==> config.mk <==
export PLATFORM = sky130hd
export DESIGN_NAME = shahu_ctrl
export DESIGN_NICKNAME = d
export VERILOG_FILES = /design/src/shahu_pkg.sv /design/src/shahu_ctrl.sv
export SDC_FILE = /design/constraint.sdc
export NUM_CORES = 1
export LEC_CHECK = 0
export BUFFER_PORTS_ARGS = -buffer_cell sky130_fd_sc_hd__clkbuf_2
export CAP_MARGIN = 20
export CORE_AREA = 2 2 54 56
export DETAILED_ROUTE_END_ITERATION = 10
export DIE_AREA = 0 0 56 58
export GPL_ROUTABILITY_DRIVEN = 0
export PLACE_DENSITY = 0.79
export SETUP_SLACK_MARGIN = 0.3
export SLEW_MARGIN = 20
export SYNTH_ARGS = -nofsm -noshare
export SYNTH_HDL_FRONTEND = slang
export SYNTH_SLANG_ARGS = --single-unit
==> constraint.sdc <==
create_clock -name clk -period 1.7 [get_ports clk]
set_clock_uncertainty 0.1 [all_clocks]
set_input_delay 0.17 -clock clk [delete_from_list [all_inputs] [get_ports clk]]
set_output_delay 0.17 -clock clk [all_outputs]
set_load 0.005 [all_outputs]
==> src/shahu_pkg.sv <==
// Shared types, constants and functions for the SHA-512/SHA-384 hash unit.
`timescale 1ns / 1ps

package shahu_pkg;

  localparam int unsigned ROUNDS = 80;
  localparam int unsigned WINDOW = 16;

  typedef enum logic [1:0] {
    CMD_ABSORB   = 2'd0,
    CMD_FINALIZE = 2'd1,
    CMD_START    = 2'd2,
    CMD_UNUSED   = 2'd3
  } cmd_t;

  typedef struct packed {
    logic       absorb;
    logic       start;
    logic       fin_load;
    logic       vars_load_chain;
    logic       vars_load_fin;
    logic       round_en;
    logic       add_chain;
    logic       add_fin;
    logic       pad;
    logic       blk;
    logic       two;
    logic [6:0] rnd;
    logic [2:0] widx;
  } ctl_t;

  typedef struct packed {
    logic fill_full;
    logic fill_two;
    logic variant;
  } sts_t;

  localparam logic [7:0][63:0] IV512 = {
    64'h5be0cd19137e2179, 64'h1f83d9abfb41bd6b, 64'h9b05688c2b3e6c1f, 64'h510e527fade682d1,
    64'ha54ff53a5f1d36f1, 64'h3c6ef372fe94f82b, 64'hbb67ae8584caa73b, 64'h6a09e667f3bcc908
  };

  localparam logic [7:0][63:0] IV384 = {
    64'h47b5481dbefa4fa4, 64'hdb0c2e0d64f98fa7, 64'h8eb44a8768581511, 64'h67332667ffc00b31,
    64'h152fecd8f70e5939, 64'h9159015a3070dd17, 64'h629a292a367cd507, 64'hcbbb9d5dc1059ed8
  };

  function automatic logic [63:0] round_k(input logic [6:0] t);
    logic [63:0] k;
    case (t)
      7'd0:  k = 64'h428a2f98d728ae22;  7'd1:  k = 64'h7137449123ef65cd;
      7'd2:  k = 64'hb5c0fbcfec4d3b2f;  7'd3:  k = 64'he9b5dba58189dbbc;
      7'd4:  k = 64'h3956c25bf348b538;  7'd5:  k = 64'h59f111f1b605d019;
      7'd6:  k = 64'h923f82a4af194f9b;  7'd7:  k = 64'hab1c5ed5da6d8118;
      7'd8:  k = 64'hd807aa98a3030242;  7'd9:  k = 64'h12835b0145706fbe;
      7'd10: k = 64'h243185be4ee4b28c;  7'd11: k = 64'h550c7dc3d5ffb4e2;
      7'd12: k = 64'h72be5d74f27b896f;  7'd13: k = 64'h80deb1fe3b1696b1;
      7'd14: k = 64'h9bdc06a725c71235;  7'd15: k = 64'hc19bf174cf692694;
      7'd16: k = 64'he49b69c19ef14ad2;  7'd17: k = 64'hefbe4786384f25e3;
      7'd18: k = 64'h0fc19dc68b8cd5b5;  7'd19: k = 64'h240ca1cc77ac9c65;
      7'd20: k = 64'h2de92c6f592b0275;  7'd21: k = 64'h4a7484aa6ea6e483;
      7'd22: k = 64'h5cb0a9dcbd41fbd4;  7'd23: k = 64'h76f988da831153b5;
      7'd24: k = 64'h983e5152ee66dfab;  7'd25: k = 64'ha831c66d2db43210;
      7'd26: k = 64'hb00327c898fb213f;  7'd27: k = 64'hbf597fc7beef0ee4;
      7'd28: k = 64'hc6e00bf33da88fc2;  7'd29: k = 64'hd5a79147930aa725;
      7'd30: k = 64'h06ca6351e003826f;  7'd31: k = 64'h142929670a0e6e70;
      7'd32: k = 64'h27b70a8546d22ffc;  7'd33: k = 64'h2e1b21385c26c926;
      7'd34: k = 64'h4d2c6dfc5ac42aed;  7'd35: k = 64'h53380d139d95b3df;
      7'd36: k = 64'h650a73548baf63de;  7'd37: k = 64'h766a0abb3c77b2a8;
      7'd38: k = 64'h81c2c92e47edaee6;  7'd39: k = 64'h92722c851482353b;
      7'd40: k = 64'ha2bfe8a14cf10364;  7'd41: k = 64'ha81a664bbc423001;
      7'd42: k = 64'hc24b8b70d0f89791;  7'd43: k = 64'hc76c51a30654be30;
      7'd44: k = 64'hd192e819d6ef5218;  7'd45: k = 64'hd69906245565a910;
      7'd46: k = 64'hf40e35855771202a;  7'd47: k = 64'h106aa07032bbd1b8;
      7'd48: k = 64'h19a4c116b8d2d0c8;  7'd49: k = 64'h1e376c085141ab53;
      7'd50: k = 64'h2748774cdf8eeb99;  7'd51: k = 64'h34b0bcb5e19b48a8;
      7'd52: k = 64'h391c0cb3c5c95a63;  7'd53: k = 64'h4ed8aa4ae3418acb;
      7'd54: k = 64'h5b9cca4f7763e373;  7'd55: k = 64'h682e6ff3d6b2b8a3;
      7'd56: k = 64'h748f82ee5defb2fc;  7'd57: k = 64'h78a5636f43172f60;
      7'd58: k = 64'h84c87814a1f0ab72;  7'd59: k = 64'h8cc702081a6439ec;
      7'd60: k = 64'h90befffa23631e28;  7'd61: k = 64'ha4506cebde82bde9;
      7'd62: k = 64'hbef9a3f7b2c67915;  7'd63: k = 64'hc67178f2e372532b;
      7'd64: k = 64'hca273eceea26619c;  7'd65: k = 64'hd186b8c721c0c207;
      7'd66: k = 64'heada7dd6cde0eb1e;  7'd67: k = 64'hf57d4f7fee6ed178;
      7'd68: k = 64'h06f067aa72176fba;  7'd69: k = 64'h0a637dc5a2c898a6;
      7'd70: k = 64'h113f9804bef90dae;  7'd71: k = 64'h1b710b35131c471b;
      7'd72: k = 64'h28db77f523047d84;  7'd73: k = 64'h32caab7b40c72493;
      7'd74: k = 64'h3c9ebe0a15c9bebc;  7'd75: k = 64'h431d67c49c100d4c;
      7'd76: k = 64'h4cc5d4becb3e42b6;  7'd77: k = 64'h597f299cfc657e2a;
      7'd78: k = 64'h5fcb6fab3ad6faec;  7'd79: k = 64'h6c44198c4a475817;
      default: k = 64'h0;
    endcase
    return k;
  endfunction

  function automatic logic [63:0] ror64(input logic [63:0] x, input int unsigned n);
    return (x >> n) | (x << (64 - n));
  endfunction

endpackage

==> src/shahu_ctrl.sv <==
// Sequencing state machine for absorb, compression rounds, finalize and digest output.
`timescale 1ns / 1ps

module shahu_ctrl (
  input  logic            clk,
  input  logic            rst,
  input  logic            in_valid,
  output logic            in_ready,
  input  logic [1:0]      in_cmd,
  output logic            out_valid,
  input  logic            out_ready,
  output logic            out_last,
  input  shahu_pkg::sts_t sts,
  output shahu_pkg::ctl_t ctl
);

  typedef enum logic [4:0] {
    ST_IDLE   = 5'b00001,
    ST_ROUND  = 5'b00010,
    ST_FINISH = 5'b00100,
    ST_RELOAD = 5'b01000,
    ST_EMIT   = 5'b10000
  } state_t;

  state_t     state, state_next;
  logic [6:0] rnd, rnd_next;
  logic [2:0] widx, widx_next;
  logic       tgt_fin, tgt_fin_next;
  logic       blk, blk_next;
  logic       two, two_next;
  logic       acc;
  logic       last;

  assign acc  = in_valid && in_ready;
  assign last = (widx == (sts.variant ? 3'd5 : 3'd7));

  always_comb begin
    state_next   = state;
    rnd_next     = rnd;
    widx_next    = widx;
    tgt_fin_next = tgt_fin;
    blk_next     = blk;
    two_next     = two;
    in_ready     = 1'b0;
    out_valid    = 1'b0;
    ctl          = '0;
    ctl.pad      = tgt_fin;
    ctl.blk      = blk;
    ctl.two      = two;
    ctl.rnd      = rnd;
    ctl.widx     = widx;
    case (state)
      ST_IDLE: begin
        in_ready = 1'b1;
        if (acc) begin
          case (in_cmd)
            shahu_pkg::CMD_ABSORB: begin
              ctl.absorb = 1'b1;
              if (sts.fill_full) begin
                ctl.vars_load_chain = 1'b1;
                tgt_fin_next = 1'b0;
                rnd_next     = 7'd0;
                state_next   = ST_ROUND;
              end
            end
            shahu_pkg::CMD_FINALIZE: begin
              ctl.fin_load        = 1'b1;
              ctl.vars_load_chain = 1'b1;
              tgt_fin_next = 1'b1;
              blk_next     = 1'b0;
              two_next     = sts.fill_two;
              rnd_next     = 7'd0;
              state_next   = ST_ROUND;
            end
            shahu_pkg::CMD_START: begin
              ctl.start = 1'b1;
            end
            default: begin
            end
          endcase
        end
      end
      ST_ROUND: begin
        ctl.round_en = 1'b1;
        rnd_next     = rnd + 7'd1;
        if (rnd == 7'(shahu_pkg::ROUNDS - 1)) begin
          state_next = ST_FINISH;
        end
      end
      ST_FINISH: begin
        ctl.add_fin   = tgt_fin;
        ctl.add_chain = !tgt_fin;
        if (tgt_fin && two && !blk) begin
          blk_next   = 1'b1;
          state_next = ST_RELOAD;
        end else if (tgt_fin) begin
          widx_next  = 3'd0;
          state_next = ST_EMIT;
        end else begin
          state_next = ST_IDLE;
        end
      end
      ST_RELOAD: begin
        ctl.vars_load_fin = 1'b1;
        rnd_next   = 7'd0;
        state_next = ST_ROUND;
      end
      ST_EMIT: begin
        out_valid = 1'b1;
        if (out_ready) begin
          if (last) begin
            state_next = ST_IDLE;
          end else begin
            widx_next = widx + 3'd1;
          end
        end
      end
      default: begin
        state_next = ST_IDLE;
      end
    endcase
  end

  assign out_last = last;

  always_ff @(posedge clk) begin
    if (rst) begin
      state   <= ST_IDLE;
      rnd     <= 7'd0;
      widx    <= 3'd0;
      tgt_fin <= 1'b0;
      blk     <= 1'b0;
      two     <= 1'b0;
    end else begin
      state   <= state_next;
      rnd     <= rnd_next;
      widx    <= widx_next;
      tgt_fin <= tgt_fin_next;
      blk     <= blk_next;
      two     <= two_next;
    end
  end

endmodule

# After elaboration in Yosys (flattened, before gate mapping)

Cells that the tools add are included.

Reductions and logical operators: 16
Equality and inequality tests: 21
Add/subtract/negate cells: 2
Multiplexer cells: 37

Operators with widths:

| kind                                           | count |
|---|---|
| 2-to-1 mux 5 bit                               | 7 |
| case mux 5 bit (5 select lines)                | 1 |
| case mux 7 bit (3 select lines)                | 1 |
| != test 2 bit (second input constant)          | 9 |
| 2-to-1 mux 7 bit                               | 2 |
| case mux 7 bit (2 select lines)                | 1 |
| 2-to-1 mux 1 bit                               | 12 |
| 2-to-1 mux 3 bit                               | 4 |
| AND reduction 4 bit                            | 3 |
| case mux 5 bit (2 select lines)                | 1 |
| 2-to-1 mux 4 bit                               | 2 |
| adder 7 x 1 -> 7 bit (second input constant)   | 1 |
| == test 7 bit (second input constant)          | 1 |
| case mux 1 bit (2 select lines)                | 3 |
| case mux 3 bit (2 select lines)                | 1 |
| AND reduction 6 bit                            | 1 |
| nonzero test 2 bit                             | 3 |
| == test 5 x 1 -> 1 bit (second input constant) | 1 |
| == test 5 x 2 -> 1 bit (second input constant) | 1 |
| == test 5 x 3 -> 1 bit (second input constant) | 1 |
| == test 5 x 4 -> 1 bit (second input constant) | 1 |
| == test 5 bit (second input constant)          | 1 |
| AND reduction 5 bit                            | 1 |
| 2-to-1 mux 2 bit                               | 2 |
| 12 further kinds                               | 15 |

Bits of input ports: 9
Register bits after elaboration: 18

# Longest topological paths before layout

Word-level depth: 5
Depth in mapped cells: 6

# Worst setup path before layout

No wires, ideal clock.

Kind: flip-flop to flip-flop
Start point: reg rnd[0]
End point: reg state[4]
Path buffers: 0
Data arrival time: 1.654 ns
Clock period less this slack: 1.869 ns
Path slack: -0.169 ns
Library setup time: 0.114 ns
Stages on the path, launching flop included: 6
Data required time: 1.486 ns
Cells stage by stage: dfxtp_1 ha_1 nand3_1 or4b_4 and2_1 a2111oi_0

Word-level cells in the longest chain between the ends: 3

RTL lines:

| what                          | line              | text |
|---|---|---|
| start: declaration            | shahu_ctrl.sv:26  | `logic [6:0] rnd, rnd_next;` |
| start signal: assignment      | shahu_ctrl.sv:136 | `rnd <= rnd_next;` |
| == test 7 bit                 | shahu_ctrl.sv:86  | `if (rnd == 7'(shahu_pkg::ROUNDS - 1)) begin` |
| != test 2 bit (no line)       | n/a               |  |
| AND reduction 6 bit (no line) | n/a               |  |
| end signal: assignment        | shahu_ctrl.sv:135 | `state <= state_next;` |
| end: declaration              | shahu_ctrl.sv:25  | `state_t state, state_next;` |

Every way passes these cells.
A chain may end at the register's enable or synchronous reset.

# Worst setup path after layout

Start point: reg state[2]
End point: reg state[2]

Word-level cells in the longest chain between the ends: 5
Elaborated cells between the ends (all ways): 15

RTL lines:

| what                          | line             | text |
|---|---|---|
| == test 5 x 1 -> 1 bit        | shahu_ctrl.sv:52 | `case (state)` |
| 2-to-1 mux 1 bit              | shahu_ctrl.sv:52 |  |
| logical AND 1 bit             | shahu_ctrl.sv:34 | `assign acc = in_valid && in_ready;` |
| != test 2 bit (no line)       | n/a              |  |
| AND reduction 6 bit (no line) | n/a              |  |

Parallel ways exist; a longest one is shown, timed or not.

==> flow_summary.toml <==
[pwr]
leakage_nw = 0.813
swShare_pct = 33.3
clkPwrFrac_pct = 21.3
p_comb_share_pct = 44.5
power_per_cell_area_nw_per_um2 = 678
power_frac_seq_pct = 34.2
netSwitchingPower_uw = 444
p_int_uw = 888
peakVddDrop_mv = 0.525

[critical_path]
arrival_ns = 2.13
crit_fanout = 5
cp-startpoint = "state[2]"
worst_setup_path_start_kind = "flip-flop"
reg2regPathDepth = 6
crit_path_end_kind = "flip-flop"
path_class = "reg -> reg"
required_ns = 1.82
timing.rr.start = "state[2]"
r2r_slack_ns = -0.32

[sta]
timing.final.max_slew_violations = 0
max_slew_margin_pct = 68.0
hold_viol_final = 0
period_minus_slack_ns = 2.02
timing_worst_slew_pin_value_ns = 0.480
final.setup.worst_slack_ns = -0.317
timing.setup.tns_ns = -4.93
rsz0062_at_grt = "yes"
post-route-period-util_pct = 119
setup_viol = 24
clock.fmax_mhz = 496

[die]
coreArea_um2 = 2660
pin_count = 33
initial_core_util_pct = 44.7
die_x_um = 56
dieArea_um2 = 3250
die_h_um = 58
std_cell_rows = 19

[synthesis]
syn_area_um2 = 1190
synth.area.top_cells = "dfxtp_1 30%, a211oi_1 5.0%, buf_4 3.8%"
seq_area_frac_synth_pct = 30.3
synth_nets = 145
synth-seq-cells = 18
post-synth-top-count-cell = "dfxtp_1"
ys_warn_count = 0
synth_cell_types = 52
synth_edf_count = 0
async_flop_share_pct = 0
synthFlopType = "dfxtp_1"
syn-mean-instance-area_um2 = 8.88
yosys-top-cells-count = "18 x dfxtp_1, 9 x nand2_1, 8 x a211oi_1, 8 x nor2_1"
synth_top_area_cell = "dfxtp_1"
synth_top_area_share_pct = 30.3
synthCells = 134

[drt]
dr_wl_met2_um = 2270
wirelength_um = 4230
drt_iter0_markers = 33
vias = 1359
m1WireLength_um = 1600
dr.pass1.iters = 4
vias_per_cell = 5.88
wl_met3_um = 168
top_layer_used = "met4"
wl_per_cell_um = 18.3
ant_nets = 0
drc_errors = 0

[clock_tree]
cts.sinks = 18
numCtsBuffers = 3
clkSlewWorstSetupHoldPaths_ns = 0.11
clk_path_buf_depth = 2
tritoncts = "built"
insertion_delay_ns = 0.31
htree_levels = 1
clock-root-buffer = "clkbuf_4"

[final_layout]
final_cells = 231
antenna_cells = 0
syn2layout_area_growth_pct = 65.2
drive_gt1_share_pct = 69.5
nets = 212

[placed_design]
dp.cells = 208
port_buffers = 32
dp_slack_ns = -0.190
hpwlAfterDp_um = 2300

[outcome]
failed_checks = "negative setup slack"
status = "finished, violations left"

[grt]
grt_pass1_wl_um = 6350
grt_pass1_vias = 1308
antenna_found_initial = 0
grt_util_all_layers_pct = 25.1
overflow = 0
grt_max_degree = 17

[hold_path]
min_path_cells = 3
min_from = "sts[1]"
hold_class = "in -> reg"

[run]
cap_violations = 0
[per-layer routing]
layer	track usage, %	vias up
li1	-	631
met1	28.0	668
met3	2.68	14
met5	0	-
met2	46.7	46
met4	13.9	0
[registers in the layout, summed over array words and instances, names as in the netlist]
signal,count
blk,1
rnd,7
state,5
tgt_fin,1
two,1
widx,3
[placed cells by master, fill, tap and decap left out, types with 2 or more instances in the layout]
cell,netlist,final
dfxtp_1,18,11
buf_4,6,33
buf_2,1,4
or3_1,5,3
or4b_4,1,2
o211ai_1,2,2
a211oi_1,8,3
a211oi_2,1,6
nand2_1,9,5
or2_4,0,2
nor4_4,0,2
nand3b_1,2,2
clkbuf_2,0,25
dfxtp_2,0,7
nor3_4,0,2
nand4_1,4,4
nor3_2,0,2
nor2_1,8,4
nor2_4,0,2
o31ai_1,3,2
a31oi_1,2,2
o21ai_0,6,5
nand3_1,3,2
buf_6,1,14
or3_4,0,3
inv_1,3,2
nor2_2,0,2
a21oi_2,0,3
and3_4,0,3
nand2_2,0,3
nor2b_1,2,2
clkbuf_4,0,3
and3_1,4,2
[cell type report]
cell class / instances / area (um^2)
Sequential cell: 18 / 369
Tap cell: 31 / 38.8
Multi-Input combinational cell: 99 / 960
Fill cell: 186 / 697
Inverter: 3 / 11.3
Timing Repair Buffer: 76 / 551
Clock buffer: 4 / 36.3
[metrics by stage]
| stage | total power [mW] | area, um^2 | hold slack [ns] | utilization (%) |
|---|---|---|---|---|
| final | 1.33 | 1970 | 0.0316 | 73.8 |
| after floorplan | 0.698 | 1220 | 0.214 | - |
| after global placement | 0.809 | 1480 | 0.306 | 55.5 |
| after global routing | 1.39 | 1970 | 0.0278 | 73.8 |
| after CTS | 1.21 | 1800 | 0.0277 | 67.5 |
| after detailed placement | 0.824 | 1480 | 0.351 | 55.5 |
[worst paths after layout]
check	to
max	state[2]
min	two
max reg2reg	state[2]
min reg2reg	tgt_fin
[power groups by stage]
stage / sequential (mW) / combinational [mW] / clock [mW]
after detailed placement: 0.459 / 0.365 / 0
after global placement: 0.458 / 0.351 / 0
after CTS: 0.452 / 0.479 / 0.277
after floorplan: 0.453 / 0.244 / 0
after global routing: 0.459 / 0.626 / 0.302
final: 0.456 / 0.593 / 0.283
[cell families after synthesis]
group | share of synthesized area [%]
flip-flops | 30.3
multiplexers | 1.68
adder cells (fa/ha/maj) | 2.10
AO/OA/AOI/OAI | 20.3
buffers and inverters | 11.1
XOR/XNOR | 2.21
AND/OR/NAND/NOR | 32.3
[repair_timing]
item,4_1_cts,5_1_grt
pin swaps,22,11
resized for setup,47,29
setup endpoints to repair,29,29
hold buffers,0,0
buffers inserted,12,7
[critical path: stages (launching register included)]
cell	delay, ns
dfxtp_2	0.34
or4b_4	0.58
buf_4	0.17
a211oi_4	0.26
buf_4	0.17
a211oi_2	0.03
o221a_2	0.25
(Power assumes the default switching activity.)
